**src/design/dc_blocked_envelope_follower_macros.svh**
```systemverilog
// Assertion macros for the envelope follower design.
`ifndef DC_BLOCKED_ENVELOPE_FOLLOWER_MACROS_SVH
`define DC_BLOCKED_ENVELOPE_FOLLOWER_MACROS_SVH

// Condition holds at every clock edge outside reset.
`define DCBEF_ASSERT_ALWAYS(label, cond, msg) \
	label: assert property (@(posedge clk) disable iff (!arst_n) (cond)) else $error(msg);

// Consequent holds in the same cycle as the antecedent.
`define DCBEF_ASSERT_IMPL(label, ante, cons, msg) \
	label: assert property (@(posedge clk) disable iff (!arst_n) (ante) |-> (cons)) \
		else $error(msg);

// Consequent holds in the cycle after the antecedent.
`define DCBEF_ASSERT_NEXT(label, ante, cons, msg) \
	label: assert property (@(posedge clk) disable iff (!arst_n) (ante) |=> (cons)) \
		else $error(msg);

`endif

```
**src/design/dcbef_pkg.sv**
```systemverilog
// Widths, constants and shared types of the DC-blocked envelope follower.
package dcbef_pkg;

	localparam int SAMPLE_WIDTH = 16;
	localparam int FRAC         = SAMPLE_WIDTH - 1;
	localparam int DC_WIDTH     = FRAC + 3;
	localparam int ENV_WIDTH    = FRAC + 2;
	localparam int SUM_WIDTH    = DC_WIDTH + 1;

	localparam int COEF_WIDTH  = 16;
	localparam int GAIN_WIDTH  = 16;
	localparam int LEVEL_WIDTH = 15;
	localparam int MOD_WIDTH   = 16;

	localparam int MUL_A_WIDTH = (DC_WIDTH > GAIN_WIDTH) ? DC_WIDTH : GAIN_WIDTH;
	localparam int MUL_B_WIDTH = COEF_WIDTH + 1;
	localparam int PROD_WIDTH  = MUL_A_WIDTH + MUL_B_WIDTH;

	localparam int POLE_Q16    = 65208;
	localparam int POLE_SHIFT  = 16;
	localparam int COEF_SHIFT  = 16;
	localparam int GAIN_SHIFT  = 15;
	localparam int LEVEL_SCALE = 10;
	localparam int LEVEL_MAX   = 20480;
	localparam int LEVEL_FRAC  = 11;
	localparam int LVL_RSH     = (FRAC > LEVEL_FRAC) ? FRAC - LEVEL_FRAC : 0;
	localparam int LVL_LSH     = (FRAC > LEVEL_FRAC) ? 0 : LEVEL_FRAC - FRAC;

	localparam int CFG_INDEX_WIDTH = 2;
	localparam int CFG_DATA_WIDTH  = 16;

	localparam logic [CFG_INDEX_WIDTH-1:0] REG_ATTACK_COEF  = 2'd0;
	localparam logic [CFG_INDEX_WIDTH-1:0] REG_RELEASE_COEF = 2'd1;
	localparam logic [CFG_INDEX_WIDTH-1:0] REG_GAIN         = 2'd2;

	typedef struct packed {
		logic                          en;
		logic signed [MUL_A_WIDTH-1:0] a;
		logic signed [MUL_B_WIDTH-1:0] b;
	} mul_req_t;

endpackage

```
**src/design/dcbef_mul.sv**
```systemverilog
// Shared signed multiplier with a registered product.
module dcbef_mul (
	input  logic                                     clk,
	input  dcbef_pkg::mul_req_t                      req,
	output logic signed [dcbef_pkg::PROD_WIDTH-1:0] prod_q
);
	import dcbef_pkg::*;

	always_ff @(posedge clk) begin
		if (req.en) begin
			prod_q <= req.a * req.b;
		end
	end

endmodule

```
**src/design/dc_blocked_envelope_follower.sv**
```systemverilog
// envelope_level and modulation_amount are registered in EMIT once the output register is free.
// A new sample is taken only after the last result has left EMIT; the one shared multiplier runs four products
// (pole, follower, scale by ten, gain), each registered and then consumed in its own step.
// sample_ready is high only while the sequencer is idle; a held result stalls it.
// Reset clears the blocker and follower state and all three registers to zero.
`include "dc_blocked_envelope_follower_macros.svh"

module dc_blocked_envelope_follower (
	input  logic                                          clk,
	input  logic                                          arst_n,
	input  logic                                          cfg_we,
	input  logic [dcbef_pkg::CFG_INDEX_WIDTH-1:0]         cfg_index,
	input  logic [dcbef_pkg::CFG_DATA_WIDTH-1:0]          cfg_wdata,
	input  logic                                          sample_valid,
	output logic                                          sample_ready,
	input  logic signed [dcbef_pkg::SAMPLE_WIDTH-1:0]     sample_in,
	output logic                                          out_valid,
	input  logic                                          out_ready,
	output logic [dcbef_pkg::LEVEL_WIDTH-1:0]             envelope_level,
	output logic signed [dcbef_pkg::MOD_WIDTH-1:0]        modulation_amount
);
	import dcbef_pkg::*;

	typedef enum logic [3:0] {
		IDLE,
		MUL_POLE,
		BLOCK,
		MUL_ENV,
		ENV,
		MUL_LVL,
		LEVEL,
		MUL_GAIN,
		EMIT
	} state_t;

	localparam logic signed [SUM_WIDTH-1:0] SUM_POS = SUM_WIDTH'(2 ** (FRAC + 1));
	localparam logic signed [SUM_WIDTH-1:0] SUM_NEG = -SUM_POS;
	localparam logic signed [DC_WIDTH-1:0]  DC_POS  = DC_WIDTH'(2 ** (FRAC + 1));
	localparam logic signed [DC_WIDTH-1:0]  DC_NEG  = -DC_POS;
	localparam logic [ENV_WIDTH-1:0]        ENV_MAX = ENV_WIDTH'(2 ** (FRAC + 1));

	function automatic logic signed [PROD_WIDTH-1:0] round_shift(
		input logic signed [PROD_WIDTH-1:0] v,
		input int                           n
	);
		logic signed [PROD_WIDTH-1:0] half;
		half = (n > 0) ? (PROD_WIDTH'(1) <<< (n - 1)) : '0;
		return (v + half) >>> n;
	endfunction

	state_t                         state_q;
	logic [COEF_WIDTH-1:0]          attack_q;
	logic [COEF_WIDTH-1:0]          release_q;
	logic signed [GAIN_WIDTH-1:0]   gain_q;
	logic signed [SAMPLE_WIDTH-1:0] dli_q;
	logic signed [DC_WIDTH-1:0]     dlo_q;
	logic [ENV_WIDTH-1:0]           env_q;
	logic                           out_valid_q;

	logic signed [SAMPLE_WIDTH-1:0] x_q;
	logic [ENV_WIDTH-1:0]           mag_q;
	logic [LEVEL_WIDTH-1:0]         lvl_q;
	logic [LEVEL_WIDTH-1:0]         envelope_level_q;
	logic signed [MOD_WIDTH-1:0]    modulation_amount_q;

	mul_req_t                       mul_req;
	logic signed [PROD_WIDTH-1:0]   prod_q;

	logic signed [PROD_WIDTH-1:0]   pole_term;
	logic signed [SUM_WIDTH-1:0]    y_sum;
	logic signed [DC_WIDTH-1:0]     y_sat;
	logic signed [DC_WIDTH-1:0]     y_neg;
	logic [ENV_WIDTH-1:0]           mag;
	logic signed [DC_WIDTH-1:0]     env_diff;
	logic [COEF_WIDTH-1:0]          coef;
	logic signed [PROD_WIDTH-1:0]   coef_term;
	logic signed [SUM_WIDTH-1:0]    env_sum;
	logic [ENV_WIDTH-1:0]           env_next;
	logic signed [PROD_WIDTH-1:0]   lvl_wide;
	logic [LEVEL_WIDTH-1:0]         lvl_next;
	logic signed [PROD_WIDTH-1:0]   mod_wide;
	logic                           sample_fire;
	logic                           emit_fire;

	assign sample_ready      = (state_q == IDLE);
	assign sample_fire       = sample_valid && sample_ready;
	assign emit_fire         = (state_q == EMIT) && (!out_valid_q || out_ready);
	assign out_valid         = out_valid_q;
	assign envelope_level    = envelope_level_q;
	assign modulation_amount = modulation_amount_q;

	// DC blocker: x - x_prev + pole * y_prev, saturated to +-2.0
	always_comb begin
		pole_term = round_shift(prod_q, POLE_SHIFT);
		y_sum     = SUM_WIDTH'(x_q) - SUM_WIDTH'(dli_q) + $signed(pole_term[SUM_WIDTH-1:0]);
		if (y_sum > SUM_POS) begin
			y_sat = DC_POS;
		end else if (y_sum < SUM_NEG) begin
			y_sat = DC_NEG;
		end else begin
			y_sat = $signed(y_sum[DC_WIDTH-1:0]);
		end
		y_neg = -y_sat;
		mag   = (y_sat < 0) ? y_neg[ENV_WIDTH-1:0] : y_sat[ENV_WIDTH-1:0];
	end

	// follower: attack while rising, release otherwise
	always_comb begin
		env_diff  = $signed({1'b0, env_q}) - $signed({1'b0, mag_q});
		coef      = (mag_q > env_q) ? attack_q : release_q;
		coef_term = round_shift(prod_q, COEF_SHIFT);
		env_sum   = $signed(SUM_WIDTH'({1'b0, mag_q})) + $signed(coef_term[SUM_WIDTH-1:0]);
		if (env_sum < 0) begin
			env_next = '0;
		end else if (env_sum > SUM_POS) begin
			env_next = ENV_MAX;
		end else begin
			env_next = env_sum[ENV_WIDTH-1:0];
		end
	end

	// level in Q4.11 and the gain product
	always_comb begin
		lvl_wide = round_shift(prod_q, LVL_RSH) <<< LVL_LSH;
		if (lvl_wide > LEVEL_MAX) begin
			lvl_next = LEVEL_WIDTH'(LEVEL_MAX);
		end else if (lvl_wide < 0) begin
			lvl_next = '0;
		end else begin
			lvl_next = lvl_wide[LEVEL_WIDTH-1:0];
		end
		mod_wide = round_shift(prod_q, GAIN_SHIFT);
	end

	// operand select for the shared multiplier
	always_comb begin
		mul_req = '0;
		case (state_q)
			MUL_POLE: begin
				mul_req.en = 1'b1;
				mul_req.a  = MUL_A_WIDTH'(dlo_q);
				mul_req.b  = MUL_B_WIDTH'(POLE_Q16);
			end
			MUL_ENV: begin
				mul_req.en = 1'b1;
				mul_req.a  = MUL_A_WIDTH'(env_diff);
				mul_req.b  = $signed({1'b0, coef});
			end
			MUL_LVL: begin
				mul_req.en = 1'b1;
				mul_req.a  = $signed(MUL_A_WIDTH'({1'b0, env_q}));
				mul_req.b  = MUL_B_WIDTH'(LEVEL_SCALE);
			end
			MUL_GAIN: begin
				mul_req.en = 1'b1;
				mul_req.a  = MUL_A_WIDTH'(gain_q);
				mul_req.b  = $signed(MUL_B_WIDTH'(lvl_q));
			end
			default: begin
				mul_req = '0;
			end
		endcase
	end

	dcbef_mul u_mul (
		.clk    (clk),
		.req    (mul_req),
		.prod_q (prod_q)
	);

	always_ff @(posedge clk or negedge arst_n) begin
		if (!arst_n) begin
			state_q     <= IDLE;
			attack_q    <= '0;
			release_q   <= '0;
			gain_q      <= '0;
			dli_q       <= '0;
			dlo_q       <= '0;
			env_q       <= '0;
			out_valid_q <= 1'b0;
		end else begin
			if (cfg_we) begin
				case (cfg_index)
					REG_ATTACK_COEF:  attack_q  <= cfg_wdata[COEF_WIDTH-1:0];
					REG_RELEASE_COEF: release_q <= cfg_wdata[COEF_WIDTH-1:0];
					REG_GAIN:         gain_q    <= $signed(cfg_wdata[GAIN_WIDTH-1:0]);
					default:          ;
				endcase
			end
			if (emit_fire) begin
				out_valid_q <= 1'b1;
			end else if (out_ready) begin
				out_valid_q <= 1'b0;
			end
			case (state_q)
				IDLE: begin
					if (sample_valid) begin
						state_q <= MUL_POLE;
					end
				end
				MUL_POLE: state_q <= BLOCK;
				BLOCK: begin
					dli_q   <= x_q;
					dlo_q   <= y_sat;
					state_q <= MUL_ENV;
				end
				MUL_ENV: state_q <= ENV;
				ENV: begin
					env_q   <= env_next;
					state_q <= MUL_LVL;
				end
				MUL_LVL:  state_q <= LEVEL;
				LEVEL:    state_q <= MUL_GAIN;
				MUL_GAIN: state_q <= EMIT;
				EMIT: begin
					// hold until the output register is free
					if (emit_fire) begin
						state_q <= IDLE;
					end
				end
				default: state_q <= IDLE;
			endcase
		end
	end

	always_ff @(posedge clk) begin
		if (sample_fire) begin
			x_q <= sample_in;
		end
		if (state_q == BLOCK) begin
			mag_q <= mag;
		end
		if (state_q == LEVEL) begin
			lvl_q <= lvl_next;
		end
		if (emit_fire) begin
			envelope_level_q    <= lvl_q;
			modulation_amount_q <= mod_wide[MOD_WIDTH-1:0];
		end
	end

	`DCBEF_ASSERT_ALWAYS(env_in_range_a, env_q <= ENV_MAX, "envelope above 2.0")
	`DCBEF_ASSERT_ALWAYS(dlo_in_range_a, (dlo_q <= DC_POS) && (dlo_q >= DC_NEG),
		"blocker state out of range")
	`DCBEF_ASSERT_IMPL(level_in_range_a, out_valid_q, envelope_level_q <= LEVEL_MAX, "level above 10.0")
	`DCBEF_ASSERT_NEXT(busy_after_transfer_a, sample_fire, !sample_ready, "ready right after a transfer")
	`DCBEF_ASSERT_NEXT(emit_holds_a, (state_q == EMIT) && out_valid_q && !out_ready,
		state_q == EMIT, "result dropped while output stalled")

endmodule
```
**config.mk**
```make
export PLATFORM = sky130hd
export DESIGN_NAME = dc_blocked_envelope_follower
export DESIGN_NICKNAME = d
export VERILOG_FILES = /design/src/design/dcbef_pkg.sv /design/src/design/dcbef_mul.sv /design/src/design/dc_blocked_envelope_follower.sv
export VERILOG_INCLUDE_DIRS = /design/src /design/src/design
export SDC_FILE = /design/constraint.sdc
export NUM_CORES = 1
export LEC_CHECK = 0
export BUFFER_PORTS_ARGS = -buffer_cell sky130_fd_sc_hd__buf_2
export CORE_MARGIN = 2
export CORE_UTILIZATION = 54
export CTS_CLUSTER_DIAMETER = 100
export DETAILED_ROUTE_END_ITERATION = 7
export PLACE_DENSITY = 0.84
export SLEW_MARGIN = 25
export SYNTH_ARGS = -nofsm -noshare
export SYNTH_HDL_FRONTEND = slang
export SYNTH_HIERARCHICAL = 1
export SYNTH_SLANG_ARGS = --single-unit
export TNS_END_PERCENT = 5
```
**constraint.sdc**
```tcl
create_clock -name clk -period 9.35 [get_ports clk]
set_clock_uncertainty 0.15 [all_clocks]
set_input_delay 0.935 -clock clk [delete_from_list [all_inputs] [get_ports clk]]
set_output_delay 0.935 -clock clk [all_outputs]
set_load 0.05 [all_outputs]
```
==> results of run 1 <==
[placed cells by master, fill, tap and decap left out, types with 10 or more instances in the layout]
master,count
sky130_fd_sc_hd__a211oi_1,18
sky130_fd_sc_hd__a21o_1,30
sky130_fd_sc_hd__a21oi_1,68
sky130_fd_sc_hd__a222oi_1,13
sky130_fd_sc_hd__and2_1,169
sky130_fd_sc_hd__buf_2,70
sky130_fd_sc_hd__buf_4,61
sky130_fd_sc_hd__clkbuf_16,27
sky130_fd_sc_hd__dfrtp_1,104
sky130_fd_sc_hd__edfxtp_1,111
sky130_fd_sc_hd__fa_1,328
sky130_fd_sc_hd__ha_1,142
sky130_fd_sc_hd__inv_1,437
sky130_fd_sc_hd__mux2_2,49
sky130_fd_sc_hd__mux2i_1,17
sky130_fd_sc_hd__nand2_1,267
sky130_fd_sc_hd__nand2b_1,18
sky130_fd_sc_hd__nand3_1,37
sky130_fd_sc_hd__nand4_1,17
sky130_fd_sc_hd__nor2_1,118
sky130_fd_sc_hd__nor2b_1,14
sky130_fd_sc_hd__nor3_1,34
sky130_fd_sc_hd__o211ai_1,14
sky130_fd_sc_hd__o21a_1,20
sky130_fd_sc_hd__o21ai_0,83
sky130_fd_sc_hd__o21ai_1,27
sky130_fd_sc_hd__o21ai_2,11
sky130_fd_sc_hd__o31ai_1,20
sky130_fd_sc_hd__or3_1,10
sky130_fd_sc_hd__xnor2_1,75
sky130_fd_sc_hd__xor2_1,50
[worst min path at each step]
stage              from                 to  cells after the start
6_report         arst_n         state_q[2]                      1
5_1_grt          arst_n         state_q[2]                      1
4_1_cts          arst_n         state_q[2]                      1
3_5_place_dp   lvl_q[3]  envelope_level[3]                      0
3_3_place_gp   lvl_q[1]  envelope_level[1]                      0
2_1_floorplan  lvl_q[0]  envelope_level[0]                      0
[what timing repair did]
action,CTS,global route
setup endpoints to repair,4,12
gates resized for setup,3,32
gates cloned,0,1
pin swaps,0,12
buffers inserted,0,10
[layer usage]
metal,up-vias,global-route usage,routed length [um]
met5,-,0,0
met2,880,0.4880,33130
met4,0,0.1117,3051
li1,8606,-,-
met3,187,0.04297,4983
met1,9725,0.3547,25360
[layout make-up]
| class | count | area (sq um) | area share |
|---|---|---|---|
| clock buffers | 30 | 706.9 | 0.02596 |
| clock inverters | 16 | 235.2 | 0.008637 |
| inverters | 438 | 1644 | 0.06037 |
| multi-input cells | 1838 | 17050 | 0.6259 |
| flip-flops and latches | 215 | 5936 | 0.2179 |
| well taps | 600 | 750.7 | 0.02756 |
| repair buffers | 139 | 915.9 | 0.03363 |
[sequential cells by signal (all words and copies together), names as in the netlist, 15 cells and up]
signal / flops
u_mul/prod_q: 32
dlo_q: 18
env_q: 17
mag_q: 17
attack_q: 16
dli_q: 16
gain_q: 16
modulation_amount: 16
release_q: 16
x_q: 16
envelope_level: 15
lvl_q: 15
[stage by stage]
stage | setup TNS, ns | std cells | area, sq um
6_report | 0 | 3276 | 27230
3_5_place_dp | 0 | 3217 | 26070
3_3_place_gp | 0 | 3217 | 26060
2_1_floorplan | 0 | 2599 | 25050
4_1_cts | 0 | 3263 | 27020
5_1_grt | -0.6370 | 3276 | 27230
==> flow_summary.rst, run 1 <==
.. list-table::
   :header-rows: 1

   * - Metric
     - Value
   * - Fraction of the cycle the final worst path needs
     - 0.9813
   * - DRT antenna net count
     - 0
   * - Post-detailed-placement half-perimeter wirelength
     - 52420 um
   * - Vias per inst
     - 5.921
   * - Final number of max-transition violations
     - 0
   * - Post-Place Worst Slack
     - 0.001118 ns
   * - Crit path kind
     - flip-flop to flip-flop
   * - CTS hold repair buffers
     - 0
   * - Die outline area
     - 48100 sq um
   * - Final Worst Setup Slack
     - 0.1752 ns
   * - Mapped Cells
     - 2595
   * - Number of search-and-repair iterations in the first detailed-routing pass
     - 8
   * - Total detailed-routing wirelength
     - 66530 um
   * - Outcome
     - finished clean
   * - Wire length of the first global-routing pass
     - 106200 um
   * - Overall global routing resource usage
     - 0.2820
   * - Beginning of the critical path
     - env_q[0]
   * - Family with the most delay on the worst path
     - adder cells
   * - Iteration-0 DRC Markers
     - 1893
   * - Height of the die
     - 219.3 um
   * - Critical path arrival
     - 9.30 ns
   * - Slack of the worst reg-to-reg path
     - 0.18 ns
   * - Post-synth design cell area
     - 25040 sq um
   * - Critical path depth in cells
     - 34
   * - Number of antenna repair diodes
     - 0
   * - Remaining max-slew budget at the tightest pin
     - 0.3193
   * - Number of vias in the routed layout
     - 19398
   * - Number of placement rows
     - 78
   * - Maximum level of the CTS H-tree
     - 1
   * - Per-instance average area after synthesis
     - 9.648 sq um
   * - Tightest Hold Check Type
     - input port to asynchronous set/reset pin
   * - Synthesis warning total
     - 6
   * - Type of element launching the critical path
     - flip-flop
   * - CP max FO
     - 16
   * - Critical path buffer and inverter count
     - 7
   * - Total clock buffers created by CTS
     - 25
   * - Post-CTS clock slew at the launch and capture registers of the worst setup and hold paths
     - 0.06 ns
   * - Clock Sink Count
     - 215
   * - Fill cell instance count of the final layout
     - 3694
   * - Pin count of the biggest net entering global routing
     - 65
   * - X dimension of the die
     - 219.3 um
   * - Endpoint of the worst register-to-register path
     - u_mul/prod_q[33]
   * - Peak per-stage delay on the critical path
     - 0.57 ns
   * - Remaining DRCs
     - 0
   * - IO Count
     - 72
   * - Reported max-cap violation count
     - 0
   * - Initial core utilization
     - 0.5493
   * - Buffers from clock root to sink, at most
     - 3
   * - WP data required
     - 9.48 ns
   * - Buffer type at the clock tree root
     - sky130_fd_sc_hd__clkbuf_16
   * - Worst flop-to-flop path startpoint
     - env_q[0]
   * - Via count of the first global-routing pass
     - 20281
   * - Worst Tran Pin Value
     - 1.019 ns
   * - FF-to-FF path depth
     - 34
   * - Worst-Skew Late Latency
     - 0.55 ns
   * - Core occupancy in the finished layout
     - 0.5976
   * - Share of final-layout standard cells stronger than drive strength 1
     - 0.1132
   * - Count of nets after finishing
     - 3172
   * - Max Freq
     - 109.0 MHz
   * - Worst hold slack across all endpoints
     - 0.2137 ns
   * - Crit path time final
     - 9.175 ns
   * - Total count of hold-check failures in the final report
     - 0
   * - Remaining global-route overflow
     - 0
   * - Capturing element of the worst setup path
     - u_mul/prod_q[33]
   * - Post-DR wirelength/cell
     - 20.31 um
   * - Area of the core
     - 45580 sq um
   * - TritonCTS clock tree
     - yes
   * - Most used cell along the critical path
     - sky130_fd_sc_hd__fa_1
   * - Slowest CP cell
     - sky130_fd_sc_hd__fa_1
   * - Final setup violation count
     - 0
   * - Syn-to-layout area delta
     - 8.781%
   * - Endpoint kind of the worst setup timing path
     - flip-flop
   * - Number of antenna violations at the first check in global routing
     - 0
   * - Weighted congestion reported at the end of routability-driven placement
     - 0.9323
   * - Number of port buffers
     - 71
Power of run 1 is not shown: default switching activity piles up to over one toggle a cycle in this logic, so the estimate is an artifact.
==> run 2, diff against run 1 <==
--- a/config.mk
+++ b/config.mk
@@ -6,12 +6,12 @@
 export SDC_FILE = /design/constraint.sdc
 export NUM_CORES = 1
 export LEC_CHECK = 0
+export ABC_AREA = 1
 export BUFFER_PORTS_ARGS = -buffer_cell sky130_fd_sc_hd__buf_2
 export CORE_MARGIN = 2
-export CORE_UTILIZATION = 54
-export CTS_CLUSTER_DIAMETER = 100
+export CORE_UTILIZATION = 45
 export DETAILED_ROUTE_END_ITERATION = 7
-export PLACE_DENSITY = 0.84
+export PLACE_DENSITY = 0.74
 export SLEW_MARGIN = 25
 export SYNTH_ARGS = -nofsm -noshare
 export SYNTH_HDL_FRONTEND = slang
==> flow_summary.rst, run 2 <==
.. list-table::
   :header-rows: 1

   * - Metric
     - Value
   * - Clock Sink Count
     - 215 (unchanged)
   * - CTS hold repair buffers
     - 0 (unchanged)
   * - Wire length of the first global-routing pass
     - 114200 um (+7.6%)
   * - Remaining global-route overflow
     - 0 (unchanged)
   * - Area of the core
     - 57920 sq um (+27%)
   * - Tightest Hold Check Type
     - input port to asynchronous set/reset pin
   * - Worst-Skew Late Latency
     - 0.56 ns (about the same)
   * - Most frequent standard cell in the layout excluding fill and tap cells
     - sky130_fd_sc_hd__nand2_1
   * - Slowest CP cell
     - sky130_fd_sc_hd__fa_1
   * - Number of vias in the routed layout
     - 21568 (+11%)
   * - Buffer type at the clock tree root
     - sky130_fd_sc_hd__clkbuf_16
   * - Total clock buffers created by CTS
     - 26 (+4.0%)
   * - Maximum level of the CTS H-tree
     - 1 (unchanged)
   * - Remaining max-slew budget at the tightest pin
     - 0.3055 (-0.01378)
   * - Number of setup buffers added after CTS
     - 0 (unchanged)
   * - Family with the most delay on the worst path
     - adder cells
   * - TritonCTS clock tree
     - yes
   * - Reported max-cap violation count
     - 0 (unchanged)
   * - Final TNS setup
     - 0 ns (unchanged)
   * - Most used cells in the layout excluding fill and tap cells
     - sky130_fd_sc_hd__nand2_1 (930), sky130_fd_sc_hd__inv_1 (821), sky130_fd_sc_hd__fa_1 (330), sky130_fd_sc_hd__nor2_1 (146), sky130_fd_sc_hd__ha_1 (145)
   * - Post-synth design cell area
     - 26430 sq um (+5.6%)
   * - Via count of the first global-routing pass
     - 21762 (+7.3%)
   * - Final number of max-transition violations
     - 0 (unchanged)
   * - Syn-to-layout area delta
     - 8.175%
   * - Most used cell along the critical path
     - sky130_fd_sc_hd__inv_1
   * - Number of search-and-repair iterations in the first detailed-routing pass
     - 5 (-3)
   * - Type of element launching the critical path
     - flip-flop
   * - Biggest registers after layout
     - u_mul/prod_q x32, dlo_q x18
   * - Fraction of the cycle the final worst path needs
     - 0.9157 (-0.06560)
   * - Number of antenna violations at the first check in global routing
     - 1 (+1)
   * - Synthesis warning total
     - 6 (unchanged)
   * - Final setup violation count
     - 0 (unchanged)
   * - DRT antenna net count
     - 0 (unchanged)
   * - Share of final-layout standard cells stronger than drive strength 1
     - 0.07940 (-0.03383)
   * - IO Count
     - 72 (unchanged)
   * - Die outline area
     - 60690 sq um (+26%)
   * - Outcome
     - finished clean
   * - Synth Net Count
     - 3933
   * - Remaining DRCs
     - 0 (unchanged)
   * - Iteration-0 DRC Markers
     - 1833 (-3.2%)
   * - Max Freq
     - 116.8 MHz (+7.2%)
   * - Number of antenna repair diodes
     - 0 (unchanged)
   * - Unrepaired setup endpoints after global routing
     - no
   * - Per-instance average area after synthesis
     - 7.733 sq um (-20%)
   * - Overall global routing resource usage
     - 0.2382 (-0.04378)
   * - Endpoint kind of the worst setup timing path
     - flip-flop
   * - Height of the die
     - 246.4 um (+12%)
   * - Register with the most flip-flops
     - u_mul/prod_q
   * - Weighted congestion reported at the end of routability-driven placement
     - 0.9541 (+2.3%)
   * - Worst Tran Pin Value
     - 1.039 ns (+0.01973 ns)
   * - CP max FO
     - 10 (-6)
   * - Total count of hold-check failures in the final report
     - 0 (unchanged)
   * - Pin count of the biggest net entering global routing
     - 57 (-12%)
   * - Number of instances resized during post-cts repair
     - 0 (-3)
   * - Vias per inst
     - 5.086 (-14%)
   * - Post-DR wirelength/cell
     - 16.47 um (-19%)
   * - Buffers from clock root to sink, at most
     - 3 (unchanged)
   * - Non-filler cells, final
     - 4241 (+29%)
   * - Peak per-stage delay on the critical path
     - 0.58 ns (about the same)
   * - WP data required
     - 9.51 ns (+0.03 ns)
   * - Critical path arrival
     - 8.72 ns (-0.58 ns)
   * - Mapped Cells
     - 3418 (+32%)
   * - Post-CTS clock slew at the launch and capture registers of the worst setup and hold paths
     - 0.06 ns (about the same)
   * - Number of flip-flops under the largest register name
     - 32 (unchanged)
   * - Placed Cells
     - 4193 (+30%)
   * - Crit path time final
     - 8.561 ns (-0.6134 ns)
   * - X dimension of the die
     - 246.4 um (+12%)
   * - Critical path buffer and inverter count
     - 10 (+3)
   * - Number of port buffers
     - 71 (unchanged)
   * - Number of placement rows
     - 88 (+13%)
   * - Count of nets after finishing
     - 3971 (+25%)
   * - Initial core utilization
     - 0.4564 (-0.09295)
   * - Post-detailed-placement half-perimeter wirelength
     - 57570 um (+9.8%)
   * - Crit path kind
     - flip-flop to flip-flop
   * - Total detailed-routing wirelength
     - 69830 um (+5.0%)
==> run 2: cell type report <==
type | count | area (sq um)
repair buffers | 121 | 753.2
clock inverters | 11 | 108.9
fillers | 5592 | 29320
flip-flops and latches | 215 | 5936
multi-input cells | 2264 | 16970
clock buffers | 37 | 753.2
well taps | 765 | 957.2
inverters | 828 | 3115
==> run 2: routing by layer <==
metal,GRT usage,wire length [um]
met1,0.3136,29200
met2,0.4023,33670
met3,0.03355,4540
met4,0.08186,2423
met5,0,0
==> run 2: through the flow <==
| stage | util | worst slack [ns] | hold WS, ns | area (sq um) |
|---|---|---|---|---|
| 6_report | 0.4937 | 0.7885 | 0.2624 | 28590 |
| 3_5_place_dp | 0.4782 | 0.6060 | 0.3188 | 27690 |
| 5_1_grt | 0.4937 | 0.2834 | 0.3046 | 28590 |
| 3_3_place_gp | 0.4777 | 0.7606 | 0.3110 | 27670 |
| 4_1_cts | 0.4930 | 0.5880 | 0.2858 | 28550 |
| 2_1_floorplan | - | 1.526 | 0.2767 | 26430 |
==> run 2: final timing paths <==
path / cells after the start / slack [ns] / to / from
min in group clk: 2 / 0.33 / attack_q[14] / attack_q[14]
worst min register to register: 2 / 0.33 / attack_q[14] / attack_q[14]
worst max-delay path: 39 / 0.79 / u_mul/prod_q[30] / env_q[0]
worst min-delay path: 1 / 0.26 / dli_q[8] / arst_n
max in group asynchronous: 2 / 7.56 / attack_q[14] / arst_n
worst max register to register: 39 / 0.79 / u_mul/prod_q[30] / env_q[0]
==> run 2: worst register-to-register path: cells and delay by family (launching register included) <==
kind | cells | cell delay [ns]
adders and majority gates | 9 | 3.93
buffers and inverters | 10 | 1.00
AOI/OAI and AO/OA | 6 | 1.45
and+or+nand+nor | 14 | 1.37
DFF | 1 | 0.40
Power of run 2 is left out for the same reason.
